**config.mk**
```make
export PLATFORM = sky130hd
export DESIGN_NAME = tiny_language_tokenizer
export DESIGN_NICKNAME = d
export VERILOG_FILES = /design/src/rtl/tlt_pkg.sv /design/src/rtl/tlt_step.sv /design/src/rtl/tlt_out_queue.sv /design/src/rtl/tiny_language_tokenizer.sv
export SDC_FILE = /design/constraint.sdc
export NUM_CORES = 1
export LEC_CHECK = 0
export ABC_AREA = 0
export BUFFER_PORTS_ARGS = -buffer_cell sky130_fd_sc_hd__buf_2
export CORE_MARGIN = 8
export CORE_UTILIZATION = 41
export DETAILED_ROUTE_END_ITERATION = 8
export GPL_ROUTABILITY_DRIVEN = 0
export PLACE_DENSITY_LB_ADDON = 0.08
export SYNTH_ARGS = -nofsm -noshare
export SYNTH_HDL_FRONTEND = slang
export SYNTH_SLANG_ARGS = --single-unit
```
**constraint.sdc**
```tcl
create_clock -name clk -period 4.58 [get_ports clk]
set_input_delay 0.458 -clock clk [delete_from_list [all_inputs] [get_ports clk]]
set_output_delay 0.458 -clock clk [all_outputs]
set_load 0.05 [all_outputs]
```
**src/rtl/tlt_pkg.sv**
```systemverilog
// Shared codes, character constants and keyword-match helpers for the tokenizer.
package tlt_pkg;

	// Scan mode codes
	localparam logic [2:0] MODE_IDLE    = 3'd0;
	localparam logic [2:0] MODE_IDENT   = 3'd1;
	localparam logic [2:0] MODE_NUMBER  = 3'd2;
	localparam logic [2:0] MODE_SLASH   = 3'd3;
	localparam logic [2:0] MODE_COMMENT = 3'd4;

	// Token kind codes
	localparam logic [2:0] KIND_IDENT   = 3'd0;
	localparam logic [2:0] KIND_VAR     = 3'd1;
	localparam logic [2:0] KIND_PRINT   = 3'd2;
	localparam logic [2:0] KIND_NUMBER  = 3'd3;
	localparam logic [2:0] KIND_ASSIGN  = 3'd4;
	localparam logic [2:0] KIND_SEMI    = 3'd5;
	localparam logic [2:0] KIND_UNKNOWN = 3'd6;
	localparam logic [2:0] KIND_END     = 3'd7;

	// Input function codes
	localparam logic FUNC_BYTE = 1'b0;
	localparam logic FUNC_END  = 1'b1;

	// Characters with a meaning of their own
	localparam logic [7:0] CH_NL    = 8'h0A;
	localparam logic [7:0] CH_TAB   = 8'h09;
	localparam logic [7:0] CH_CR    = 8'h0D;
	localparam logic [7:0] CH_SPACE = 8'h20;
	localparam logic [7:0] CH_SLASH = 8'h2F;
	localparam logic [7:0] CH_SEMI  = 8'h3B;
	localparam logic [7:0] CH_LT    = 8'h3C;
	localparam logic [7:0] CH_EQ    = 8'h3D;
	localparam logic [7:0] CH_GT    = 8'h3E;
	localparam logic [7:0] CH_ZERO  = 8'h30;
	localparam logic [7:0] CH_NINE  = 8'h39;
	localparam logic [7:0] CH_UC_A  = 8'h41;
	localparam logic [7:0] CH_UC_Z  = 8'h5A;
	localparam logic [7:0] CH_LC_A  = 8'h61;
	localparam logic [7:0] CH_LC_Z  = 8'h7A;
	localparam logic [7:0] CH_I     = 8'h69;
	localparam logic [7:0] CH_N     = 8'h6E;
	localparam logic [7:0] CH_P     = 8'h70;
	localparam logic [7:0] CH_R     = 8'h72;
	localparam logic [7:0] CH_T     = 8'h74;
	localparam logic [7:0] CH_V     = 8'h76;

	// Keyword progress codes: "var" runs 1..3, "print" runs 4..8
	localparam logic [3:0] KW_NONE  = 4'd0;
	localparam logic [3:0] KW_V     = 4'd1;
	localparam logic [3:0] KW_VA    = 4'd2;
	localparam logic [3:0] KW_VAR   = 4'd3;
	localparam logic [3:0] KW_P     = 4'd4;
	localparam logic [3:0] KW_PR    = 4'd5;
	localparam logic [3:0] KW_PRI   = 4'd6;
	localparam logic [3:0] KW_PRIN  = 4'd7;
	localparam logic [3:0] KW_PRINT = 4'd8;

	// Result queue depth (power of two)
	localparam int Q_DEPTH = 4;
	localparam int Q_PTR_W = $clog2(Q_DEPTH);

	function automatic logic [3:0] kw_first(input logic [7:0] c);
		logic [3:0] r;
		r = KW_NONE;
		if (c == CH_V) r = KW_V;
		else if (c == CH_P) r = KW_P;
		return r;
	endfunction

	function automatic logic [3:0] kw_next(input logic [3:0] prog, input logic [7:0] c);
		logic [3:0] r;
		r = KW_NONE;
		unique case (prog)
			KW_V:    if (c == CH_LC_A) r = KW_VA;
			KW_VA:   if (c == CH_R) r = KW_VAR;
			KW_P:    if (c == CH_R) r = KW_PR;
			KW_PR:   if (c == CH_I) r = KW_PRI;
			KW_PRI:  if (c == CH_N) r = KW_PRIN;
			KW_PRIN: if (c == CH_T) r = KW_PRINT;
			default: r = KW_NONE;
		endcase
		return r;
	endfunction

endpackage

```
**src/rtl/tlt_step.sv**
```systemverilog
// Scan state and per-byte token logic: consumes one item, produces up to two records.
module tlt_step
	import tlt_pkg::*;
#(
	parameter int OFFSET_BITS = 32,
	parameter int LENGTH_BITS = 16,
	parameter int REC_W = 1 + 3 + 8 + LENGTH_BITS + OFFSET_BITS
) (
	input  logic             clk,
	input  logic             arst_n,
	input  logic             fire,      // consume func/char this cycle
	input  logic             func,
	input  logic [7:0]       char_byte,
	output logic [1:0]       push_n,    // records produced this cycle
	output logic [REC_W-1:0] rec_a,     // {last, kind, char, length, start}
	output logic [REC_W-1:0] rec_b
);

	localparam logic [LENGTH_BITS-1:0] LEN_ONE = LENGTH_BITS'(1);
	localparam logic [LENGTH_BITS-1:0] LEN_MAX = '1;

	logic [2:0]             mode_q, mode_d;
	logic [3:0]             kw_q, kw_d;
	logic [OFFSET_BITS-1:0] start_q, start_d;
	logic [LENGTH_BITS-1:0] len_q, len_d;
	logic [OFFSET_BITS-1:0] off_q, off_d;

	logic                   is_space, is_alpha, is_digit, ident_cont;
	logic [LENGTH_BITS-1:0] len_grown;
	logic                   do_flush, take_byte, do_new, end_emit;
	logic [2:0]             new_kind;
	logic                   flush_v, sec_v;
	logic [2:0]             flush_kind;
	logic [LENGTH_BITS-1:0] flush_len;
	logic [7:0]             flush_ch;
	logic [REC_W-1:0]       flush_rec, sec_rec;

	// Classify the byte
	assign is_space = (char_byte == CH_SPACE) || (char_byte >= CH_TAB && char_byte <= CH_CR);
	assign is_alpha = (char_byte >= CH_LC_A && char_byte <= CH_LC_Z)
		|| (char_byte >= CH_UC_A && char_byte <= CH_UC_Z);
	assign is_digit = (char_byte >= CH_ZERO && char_byte <= CH_NINE);
	assign ident_cont = is_alpha || is_digit || char_byte == CH_LT || char_byte == CH_GT;
	assign len_grown = (len_q == LEN_MAX) ? len_q : len_q + LEN_ONE;

	// Advance the scan state
	always_comb begin
		mode_d    = mode_q;
		kw_d      = kw_q;
		start_d   = start_q;
		len_d     = len_q;
		off_d     = off_q;
		do_flush  = 1'b0;
		take_byte = 1'b0;
		do_new    = 1'b0;
		end_emit  = 1'b0;
		new_kind  = KIND_UNKNOWN;
		if (fire) begin
			if (func == FUNC_END) begin
				do_flush = 1'b1;
				end_emit = 1'b1;
				mode_d   = MODE_IDLE;
				kw_d     = KW_NONE;
				start_d  = '0;
				len_d    = '0;
				off_d    = '0;
			end else begin
				off_d = off_q + OFFSET_BITS'(1);
				unique case (mode_q)
					MODE_COMMENT: begin
						if (char_byte == CH_NL) mode_d = MODE_IDLE;
					end
					MODE_SLASH: begin
						if (char_byte == CH_SLASH) begin
							mode_d = MODE_COMMENT;
						end else begin
							do_flush  = 1'b1;
							take_byte = 1'b1;
						end
					end
					MODE_IDENT: begin
						if (ident_cont) begin
							len_d = len_grown;
							kw_d  = kw_next(kw_q, char_byte);
						end else begin
							do_flush  = 1'b1;
							take_byte = 1'b1;
						end
					end
					MODE_NUMBER: begin
						if (is_digit) begin
							len_d = len_grown;
						end else begin
							do_flush  = 1'b1;
							take_byte = 1'b1;
						end
					end
					default: take_byte = 1'b1;
				endcase
				if (take_byte) begin
					mode_d = MODE_IDLE;
					kw_d   = KW_NONE;
					priority if (is_space) begin
						mode_d = MODE_IDLE;
					end else if (char_byte == CH_SLASH) begin
						mode_d  = MODE_SLASH;
						start_d = off_q;
						len_d   = LEN_ONE;
					end else if (is_alpha) begin
						mode_d  = MODE_IDENT;
						start_d = off_q;
						len_d   = LEN_ONE;
						kw_d    = kw_first(char_byte);
					end else if (is_digit) begin
						mode_d  = MODE_NUMBER;
						start_d = off_q;
						len_d   = LEN_ONE;
					end else if (char_byte == CH_EQ) begin
						do_new   = 1'b1;
						new_kind = KIND_ASSIGN;
					end else if (char_byte == CH_SEMI) begin
						do_new   = 1'b1;
						new_kind = KIND_SEMI;
					end else begin
						do_new   = 1'b1;
						new_kind = KIND_UNKNOWN;
					end
				end
			end
		end
	end

	// Describe the token being closed
	always_comb begin
		flush_v    = 1'b0;
		flush_kind = KIND_IDENT;
		flush_len  = len_q;
		flush_ch   = 8'h00;
		if (do_flush) begin
			unique case (mode_q)
				MODE_IDENT: begin
					flush_v = 1'b1;
					if (kw_q == KW_VAR) flush_kind = KIND_VAR;
					else if (kw_q == KW_PRINT) flush_kind = KIND_PRINT;
					else flush_kind = KIND_IDENT;
				end
				MODE_NUMBER: begin
					flush_v    = 1'b1;
					flush_kind = KIND_NUMBER;
				end
				MODE_SLASH: begin
					flush_v    = 1'b1;
					flush_kind = KIND_UNKNOWN;
					flush_len  = LEN_ONE;
					flush_ch   = CH_SLASH;
				end
				default: flush_v = 1'b0;
			endcase
		end
	end

	// Pack the records in emission order
	assign sec_v = end_emit || do_new;
	assign flush_rec = {!sec_v, flush_kind, flush_ch, flush_len, start_q};
	assign sec_rec = end_emit ? {1'b1, KIND_END, 8'h00, {LENGTH_BITS{1'b0}}, off_q}
		: {1'b1, new_kind, char_byte, LEN_ONE, off_q};

	always_comb begin
		if (flush_v) begin
			rec_a  = flush_rec;
			rec_b  = sec_rec;
			push_n = sec_v ? 2'd2 : 2'd1;
		end else begin
			rec_a  = sec_rec;
			rec_b  = sec_rec;
			push_n = sec_v ? 2'd1 : 2'd0;
		end
	end

	// Hold the scan state
	always_ff @(posedge clk or negedge arst_n) begin
		if (!arst_n) begin
			mode_q  <= MODE_IDLE;
			kw_q    <= KW_NONE;
			start_q <= '0;
			len_q   <= '0;
			off_q   <= '0;
		end else begin
			mode_q  <= mode_d;
			kw_q    <= kw_d;
			start_q <= start_d;
			len_q   <= len_d;
			off_q   <= off_d;
		end
	end

`ifndef SYNTHESIS
	a_end_clears_offset: assert property (@(posedge clk) disable iff (!arst_n)
		fire && func == FUNC_END |=> off_q == '0 && mode_q == MODE_IDLE)
		else $error("end of text did not clear the offset and mode");
	a_comment_silent: assert property (@(posedge clk) disable iff (!arst_n)
		fire && func == FUNC_BYTE && mode_q == MODE_COMMENT |-> push_n == 2'd0)
		else $error("comment byte produced a token");
	a_end_emits: assert property (@(posedge clk) disable iff (!arst_n)
		fire && func == FUNC_END |-> push_n != 2'd0)
		else $error("end of text produced no record");
`endif

endmodule

```
**src/rtl/tlt_out_queue.sv**
```systemverilog
// Small result queue: takes up to two records a cycle, hands out one.
module tlt_out_queue
	import tlt_pkg::*;
#(
	parameter int WIDTH = 60
) (
	input  logic             clk,
	input  logic             arst_n,
	input  logic [1:0]       push_n,
	input  logic [WIDTH-1:0] push_a,
	input  logic [WIDTH-1:0] push_b,
	output logic             room2,     // space for two more records
	output logic             out_valid,
	input  logic             out_ready,
	output logic [WIDTH-1:0] out_rec
);

	localparam logic [Q_PTR_W:0] DEPTH_C = (Q_PTR_W + 1)'(Q_DEPTH);

	logic [WIDTH-1:0]   mem_q [Q_DEPTH];
	logic [Q_PTR_W-1:0] wr_ptr_q, rd_ptr_q, wr_ptr_nx;
	logic [Q_PTR_W:0]   count_q;
	logic               pop;

	assign pop       = out_valid && out_ready;
	assign out_valid = (count_q != '0);
	assign out_rec   = mem_q[rd_ptr_q];
	assign room2     = (count_q <= DEPTH_C - (Q_PTR_W + 1)'(2));
	assign wr_ptr_nx = wr_ptr_q + Q_PTR_W'(1);

	// Store incoming records
	always_ff @(posedge clk) begin
		if (push_n != 2'd0) mem_q[wr_ptr_q] <= push_a;
		if (push_n == 2'd2) mem_q[wr_ptr_nx] <= push_b;
	end

	// Advance pointers and count
	always_ff @(posedge clk or negedge arst_n) begin
		if (!arst_n) begin
			wr_ptr_q <= '0;
			rd_ptr_q <= '0;
			count_q  <= '0;
		end else begin
			wr_ptr_q <= wr_ptr_q + Q_PTR_W'(push_n);
			if (pop) rd_ptr_q <= rd_ptr_q + Q_PTR_W'(1);
			count_q <= count_q + (Q_PTR_W + 1)'(push_n) - (Q_PTR_W + 1)'(pop);
		end
	end

`ifndef SYNTHESIS
	a_no_overflow: assert property (@(posedge clk) disable iff (!arst_n)
		push_n != 2'd0 |-> room2)
		else $error("result queue written without room");
	a_count_bound: assert property (@(posedge clk) disable iff (!arst_n)
		count_q <= DEPTH_C)
		else $error("result queue count out of range");
`endif

endmodule

```
**src/rtl/tiny_language_tokenizer.sv**
```systemverilog
// Top level of the streaming tokenizer: input register, scan logic, result queue.
// Text bytes (s_tuser = 0) or an end-of-text mark (s_tuser = 1) enter one item per
// clock while s_tready is high; each byte is registered, then scanned against the
// held mode, keyword progress and offset once the queue has room, and the records
// it closes (none, one or two) go into a four-entry result queue that drives the
// output. Input is taken every cycle while the queue has room for two records, so
// the sustained input rate is one byte per cycle as long as the output keeps pace;
// text that closes a token on nearly every byte is limited by the output taking one
// record per cycle. Records reach the output via the input register and the queue.
// Records carry kind, start offset, saturating length and, for one-byte tokens,
// the byte; m_tlast marks the last record caused by one input item. End of text
// flushes the open token, sends an end record and restarts offsets at zero.
module tiny_language_tokenizer
	import tlt_pkg::*;
#(
	parameter int OFFSET_BITS = 32,
	parameter int LENGTH_BITS = 16
) (
	input  logic       clk,
	input  logic       arst_n,
	input  logic       s_tvalid,
	output logic       s_tready,
	input  logic [7:0] s_tdata,    // [7:0] char_byte
	input  logic       s_tuser,    // [0] func
	output logic       m_tvalid,
	input  logic       m_tready,
	// [OFFSET_BITS-1:0] token_start, then token_length, then token_char, zero fill
	output logic [((OFFSET_BITS + LENGTH_BITS + 8 + 7) / 8) * 8 - 1:0] m_tdata,
	output logic [2:0] m_tuser,    // [2:0] token_kind
	output logic       m_tlast     // last_of_run
);

	localparam int REC_W    = 1 + 3 + 8 + LENGTH_BITS + OFFSET_BITS;
	localparam int TDATA_W  = ((OFFSET_BITS + LENGTH_BITS + 8 + 7) / 8) * 8;
	localparam int LEN_LO   = OFFSET_BITS;
	localparam int CH_LO    = OFFSET_BITS + LENGTH_BITS;
	localparam int KIND_LO  = CH_LO + 8;
	localparam int LAST_BIT = KIND_LO + 3;

	logic             valid_s1;
	logic             func_s1;
	logic [7:0]       char_s1;
	logic             fire;
	logic             room2;
	logic [1:0]       push_n;
	logic [REC_W-1:0] rec_a, rec_b, out_rec;

	// Scan the held item when the queue can take its records
	assign fire     = valid_s1 && room2;
	assign s_tready = !valid_s1 || fire;

	// Hold the input item
	always_ff @(posedge clk or negedge arst_n) begin
		if (!arst_n) begin
			valid_s1 <= 1'b0;
		end else if (s_tready) begin
			valid_s1 <= s_tvalid;
		end
	end

	always_ff @(posedge clk) begin
		if (s_tready && s_tvalid) begin
			func_s1 <= s_tuser;
			char_s1 <= s_tdata;
		end
	end

	tlt_step #(
		.OFFSET_BITS(OFFSET_BITS),
		.LENGTH_BITS(LENGTH_BITS),
		.REC_W(REC_W)
	) u_step (
		.clk(clk),
		.arst_n(arst_n),
		.fire(fire),
		.func(func_s1),
		.char_byte(char_s1),
		.push_n(push_n),
		.rec_a(rec_a),
		.rec_b(rec_b)
	);

	tlt_out_queue #(
		.WIDTH(REC_W)
	) u_queue (
		.clk(clk),
		.arst_n(arst_n),
		.push_n(push_n),
		.push_a(rec_a),
		.push_b(rec_b),
		.room2(room2),
		.out_valid(m_tvalid),
		.out_ready(m_tready),
		.out_rec(out_rec)
	);

	// Unpack the record onto the stream
	assign m_tdata = TDATA_W'(out_rec[KIND_LO-1:0]);
	assign m_tuser = out_rec[LAST_BIT-1:KIND_LO];
	assign m_tlast = out_rec[LAST_BIT];

`ifndef SYNTHESIS
	a_ready_when_empty: assert property (@(posedge clk) disable iff (!arst_n)
		!valid_s1 |-> s_tready)
		else $error("input stalled with an empty input register");
	a_push_only_on_fire: assert property (@(posedge clk) disable iff (!arst_n)
		!fire |-> push_n == 2'd0)
		else $error("records produced without a scanned item");
`endif

endmodule

```
Word-level counts from Yosys, hierarchy flattened
Memories as Yosys holds them, arrays and structs flattened.
Cells that the tools add are included.
{ "classes": {"n_shift": 0, "n_eq_ne": 31, "multipliers": 0, "n_mux": 87, "div_mod_pow": 0, "bitwise_logic": 0, "addsub": 7, "reduce_logical": 27, "magnitude_cmp": 9} }
{ "ops": {"columns": ["cell", "count"], "rows": [
  ["32-bit two-way mux", 7],
  ["16-bit two-way mux", 11],
  ["3-bit two-way mux", 21],
  ["60-bit two-way mux", 1],
  ["59-bit two-way mux", 1],
  ["8-bit by 7-bit equality test with 1-bit output (second input constant)", 7],
  ["8-bit by 6-bit equality test with 1-bit output (second input constant)", 6],
  ["4-bit two-way mux", 9],
  ["32-bit by 1-bit adder with 32-bit output (second input constant)", 1],
  ["16-bit case mux with 2 select lines", 1],
  ["4-bit case mux with 6 select lines", 1],
  ["1-bit two-way mux", 22],
  ["16-bit by 1-bit adder with 16-bit output (second input constant)", 1],
  ["16-bit equality test (second input constant)", 1],
  ["4-bit by 3-bit equality test with 1-bit output (second input constant)", 4],
  ["8-bit by 7-bit >= comparator with 1-bit output (second input constant)", 2],
  ["8-bit by 7-bit <= comparator with 1-bit output (second input constant)", 2],
  ["2-bit two-way mux", 7],
  ["3-bit case mux with 3 select lines", 1],
  ["3-bit nonzero test", 3],
  ["4-bit by 2-bit equality test with 1-bit output (second input constant)", 2],
  ["8-bit by 4-bit equality test with 1-bit output (second input constant)", 1],
  ["8-bit by 4-bit >= comparator with 1-bit output (second input constant)", 1],
  ["8-bit by 6-bit >= comparator with 1-bit output (second input constant)", 1],
  ["29 further kinds", 47]
]} }
{ "totals": {"ramBits": 240, "in_bits": 13, "latch_bits": 0, "ff_bits": 104, "memories": 1, "rom_bits": 0, "output_inout_bits": 62} }
{ "memory_table": {"columns": ["memory", "depth", "word_bits", "rd", "rd_ports_with_merged_regs", "wr", "line_no", "rtl"], "rows": [
  ["u_queue.mem_q", 4, 60, 1, 0, 2, "tlt_out_queue.sv:20", "logic [WIDTH-1:0] mem_q [Q_DEPTH];"]
]} }

Logic depth before layout (Yosys ltp)
{ "depth": {"depth_word": 19, "ltp_mapped": 17, "ltp_nobuf": 14} }

Modules after synthesis
Synthesis repeated with hierarchy kept, for this count alone.
{ "hier_totals": {"hier_cells": 1235, "hier_area_um2": 17815.8} }
{ "modules_own_cells": {"columns": ["module", "cells_per_inst", "seq_area_each_um2", "instances", "area_each_um2"], "rows": [
  ["tlt_out_queue", 621, 7382.1, 1, 11966.5],
  ["tlt_step", 600, 2177.1, 1, 5519.0],
  ["tiny_language_tokenizer", 14, 295.3, 1, 330.3]
]} }

Worst setup path before layout
OpenSTA, ideal clock, no wires.
{ "synth_path": {"path_kind": "register -> register", "startpoint": "register u_step.mode_q[1]", "endpoint": "memory u_queue.mem_q[3][0] (enable)", "arrival_ns": 3.817, "setup_ns": 0.398, "path_buffers": 4, "slack_ns": 0.365, "path_stages_with_launch": 16, "synth_period_minus_slack_ns": 4.215, "cell_sequence": "dfrtp_1 -> clkbuf_1 -> nand2b_1 -> a21oi_2 -> a31oi_1 -> nand2_1 -> and3_1 -> o21a_1 -> ha_1 -> clkbuf_1 -> inv_1 -> or3_1 -> clkbuf_1 -> and2_1 -> clkbuf_1 -> inv_1"} }
{ "synth_rtl": {"columns": ["item", "line_no", "rtl"], "rows": [
  ["start: declaration", "tlt_step.sv:22", "logic [2:0] mode_q, mode_d;"],
  ["start signal: assignment", "tlt_step.sv:189", "mode_q <= mode_d;"],
  ["end: declaration", "tlt_out_queue.sv:20", null]
]} }

Final worst setup path
{ "layout_path": {"startpoint": "register char_s1[1]", "endpoint": "register u_queue.count_q[2]"} }
{ "layout_via": {"elab_chain_len": 18} }
{ "layout_rtl": {"columns": ["item", "line_no", "rtl"], "rows": [
  ["start: declaration", "tiny_language_tokenizer.sv:42", "logic [7:0] char_s1;"],
  ["start signal: assignment", "tiny_language_tokenizer.sv:64", "char_s1 <= s_tdata;"],
  ["8-bit by 7-bit >= comparator with 1-bit output (tied with other cells)", "tlt_step.sv:40", "assign is_alpha = (char_byte >= CH_LC_A && char_byte <= CH_LC_Z)"],
  ["1-bit logical AND (on tied branches)", "tlt_step.sv:40, tlt_step.sv:41", null],
  ["1-bit logical OR", "tlt_step.sv:41", "|| (char_byte >= CH_UC_A && char_byte <= CH_UC_Z);"],
  ["1-bit logical OR (3 in series)", "tlt_step.sv:43", "assign ident_cont = is_alpha || is_digit || char_byte == CH_LT || char_byte == CH_GT;"],
  ["1-bit two-way mux", "tlt_step.sv:82", "if (ident_cont) begin"],
  ["1-bit case mux with 4 select lines", "tlt_step.sv:69", "unique case (mode_q)"],
  ["1-bit two-way mux", "tlt_step.sv:59", "if (func == FUNC_END) begin"],
  ["1-bit two-way mux", "tlt_step.sv:58", "if (fire) begin"],
  ["1-bit two-way mux", "tlt_step.sv:100", "if (take_byte) begin"],
  ["1-bit two-way mux", "tlt_step.sv:59", null],
  ["1-bit two-way mux", "tlt_step.sv:58", null],
  ["1-bit logical OR", "tlt_step.sv:163", "assign sec_v = end_emit || do_new;"],
  ["1-bit two-way mux or 2-bit two-way mux (tied branches)", "tlt_step.sv:176, tlt_step.sv:172", null],
  ["2-bit two-way mux (*)", "tlt_step.sv:169", "if (flush_v) begin"],
  ["3-bit by 2-bit adder with 3-bit output (*)", "tlt_out_queue.sv:46", "count_q <= count_q + (Q_PTR_W + 1)'(push_n) - (Q_PTR_W + 1)'(pop);"],
  ["3-bit by 1-bit subtractor with 3-bit output (*)", "tlt_out_queue.sv:46", null],
  ["end signal: assignment", "tlt_out_queue.sv:46", null],
  ["end: declaration", "tlt_out_queue.sv:22", "logic [Q_PTR_W:0] count_q;"]
]} }
Every way passes the cells marked *; elsewhere a longest branch is shown, timed or not. The select of a mux whose other input is x is not followed.
A chain may end at the register's enable or synchronous reset.

==> metrics <==
outcome=finished, final reports clean; worst-margin pin slew=between 1 and 1.5 ns; fraction of registers with async set/reset=27.62%; Hold Violations, Final=0; clk sink count=about 340; sequential element share of the synthesized area=between 50% and 60%; total track usage=around 20%; Cells after Synth=roughly 1400; GRT Residual Overflow=0; drt pass-1 iters=6; # port buffers=between 70 and 80; Synth warnings=0; Initial Util=roughly two fifths; Post-layout nets=1463; ys flop type=edfxtp_1; CP Launch Type=register; Max-slew headroom=~28%; Setup CP Type=reg2reg; Worst EP required=between 5 and 6 ns; post-route setup TNS=0 ns; Core Rows=73; Die Wd=about 220 um; leakage power=~0.0068 uW; fraction of layout cells with a size suffix above 1=around 18%; Final WS setup=between 0.4 and 0.5 ns; Crit path arrival time=4.55 ns; post-cts sizing count=0; final WL=approximately 47 mm; vias per cell=around 6.0; CTS tree=built; Post-Syn Area per Cell=between 10 and 15 sq um; initial antenna violation count=0; Mapped Area=about 16000 sq um; Worst Path Max Fanout=16; path type of the worst min-delay path=in2async; Clk pin slew, worst setup/hold paths=~0.06 ns; setup repair bufs after CTS=0; Slew Limit Fails=0; die area=46900 sq um; H-tree levels=2; fin crit period=between 4 and 5 ns; ant diodes=0; Post-Place Worst Slack=about 0.51 ns; most frequent cells in the layout=edfxtp_1, nand2_1, a22o_1; Fmax achieved=around 240 MHz; number of CTS-inserted buffers=39; core area=a little under 40000 sq um; CP endpoint kind=register; vias in the first global route=12030; Setup violations, final=0; Clock Tree Root=clkbuf_16; Power Density=about 610 nW/um^2; area growth from synthesis to final layout=12.99%; number of synthesized flops with an enable pin=about 180; commonest non-fill, non-tap cell in the layout=edfxtp_1; largest net degree at the start of global routing=66; crit share post-route=between 80% and 90%; die height=~220 um; Fin Clk Skew=0.02492 ns; Max-Cap Viols=0; latest clock arrival within the worst-skew pair=0.57 ns; WL per Instance=23.58 um; first-pass GRT wire length=around 74 mm; Max VDD drop=around 0.00042 V; Starting DRT DRC Count=1135; CTS max path bufs=3; post-detail-place hpwl=roughly 29 mm; vias post-DR=11880; post-route ant nets=0; I/O pin count=75; drc violations=0; Synth Net Count=1425; unrepaired setup endpoints after global routing=false; Hold-fix buffers, CTS=0; Cell variety after synth=85; Yosys reg bits=344
worst max-delay path: stages, from the launching register on:
cell and delay, ns:
edfxtp_1 0.61, a21o_1 0.26, a221o_1 0.46, a31oi_1 0.41, nand2_1 0.26, and3_1 0.25
o21a_1 0.19, ha_1 0.30, inv_1 0.05, ha_1 0.26, inv_1 0.04, ha_1 0.19
fa_1 0.38, xnor2_1 0.22, xnor2_1 0.14
sequential cells by signal, indices dropped and copies added, names as in the netlist:
name,flops
u_queue.mem_q,240
valid_s1,1
u_step.start_q,32
u_queue.count_q,3
u_queue.rd_ptr_q,2
u_step.kw_q,4
u_queue.wr_ptr_q,2
u_step.len_q,16
func_s1,1
u_step.off_q,32
u_step.mode_q,3
char_s1,8
worst paths after layout:
check / start / to / slack, ns / cells past startpoint
min in group clk: s_tdata[3] / char_s1[3] / 0.07 / 1
max in group asynchronous: arst_n / u_step.off_q[16] / 3.51 / 2
max: char_s1[1] / u_queue.count_q[2] / 0.50 / 14
min: arst_n / u_step.len_q[11] / 0.05 / 1
max reg2reg: char_s1[1] / u_queue.count_q[2] / 0.50 / 14
min reg2reg: u_queue.mem_q[3][44] / u_queue.mem_q[3][44] / 0.45 / 2
report_power, final:
group | leakage, uW | switching, uW | internal [uW]
clock network | 0.000578 | 1260 | 1670
registers | 0.00353 | 532 | 3790
logic | 0.00270 | 2870 | 1260
total | 0.00680 | 4660 | 6720
metal layers:
layer  vias to the layer above  global-route usage (%)  routed length (um)
met3                        71                   3.301                2569
met1                      5984                   26.38               20490
met5                         -                       0                   0
li1                       5469                       -                   -
met2                       355                   33.96               22990
met4                         0                   5.884                1006
final cells by class:
cell class,instances,area (sq um)
fillers,3661,21090
flip-flops and latches,344,9181
multi-input cells,910,6698
clock buffers,57,1096
repair buffers,119,823.3
well taps,525,656.9
inverters,26,100.1
clock inverters,15,82.58
per-stage QoR:
step	instance area, sq um	total power [uW]	hold WS (ns)	std cells	util, %
floorplan	16490	7169	0.1624	1402	-
global placement	17460	8563	0.4295	1924	43.94
detailed placement	17460	8580	0.4391	1924	43.94
CTS	18640	11520	0.04270	1996	46.91
global route	18640	11910	0.05540	1996	46.91
finish	18640	11380	0.05336	1996	46.91
cell usage after synthesis (5+ instances only):
master      n  area, sq um
nand2_1   169        634.4
and4_1      5        43.79
dfrtp_1    95         2377
o21ai_0   105        525.5
nor3_1     16        80.08
o22ai_1    31        193.9
xnor2_1    10        87.58
a31oi_1     9        56.30
nand4_1    23        143.9
o31ai_1     5        37.54
buf_1       7        26.28
clkbuf_1   76        285.3
inv_1      25        93.84
nand3_1    27        135.1
dfxtp_1    68         1361
a22oi_1    34        255.2
a22o_1    130         1139
nor2_1     68        255.2
o21ai_1    16        80.08
mux4_2     60         1351
or4_1       5        37.54
a21oi_1    26        130.1
buf_6       7        78.83
or3_1      11        68.82
xor2_1     18        157.7
ha_1        9        112.6
and3_1     10        62.56
nand2b_1    8        50.05
nor4_1      5        31.28
o211ai_1    9        67.56
and2_1     13        81.33
edfxtp_1  181         5435
buf_2      31        155.2
kinds of logic (layout without fill, tap and decap cells):
| family | count (synthesis) | count (layout) | share of synthesized area [%] |
|---|---|---|---|
| AO/OA/AOI/OAI | 420 | 420 | 18.31 |
| XOR/XNOR | 28 | 28 | 1.487 |
| multiplexers | 67 | 67 | 8.640 |
| flip-flops | 344 | 344 | 55.62 |
| adder cells (fa/ha/maj) | 11 | 11 | 0.8648 |
| AND/OR/NAND/NOR | 384 | 384 | 11.14 |
| buffers and inverters | 148 | 217 | 3.945 |
(Power assumes the default switching activity.)
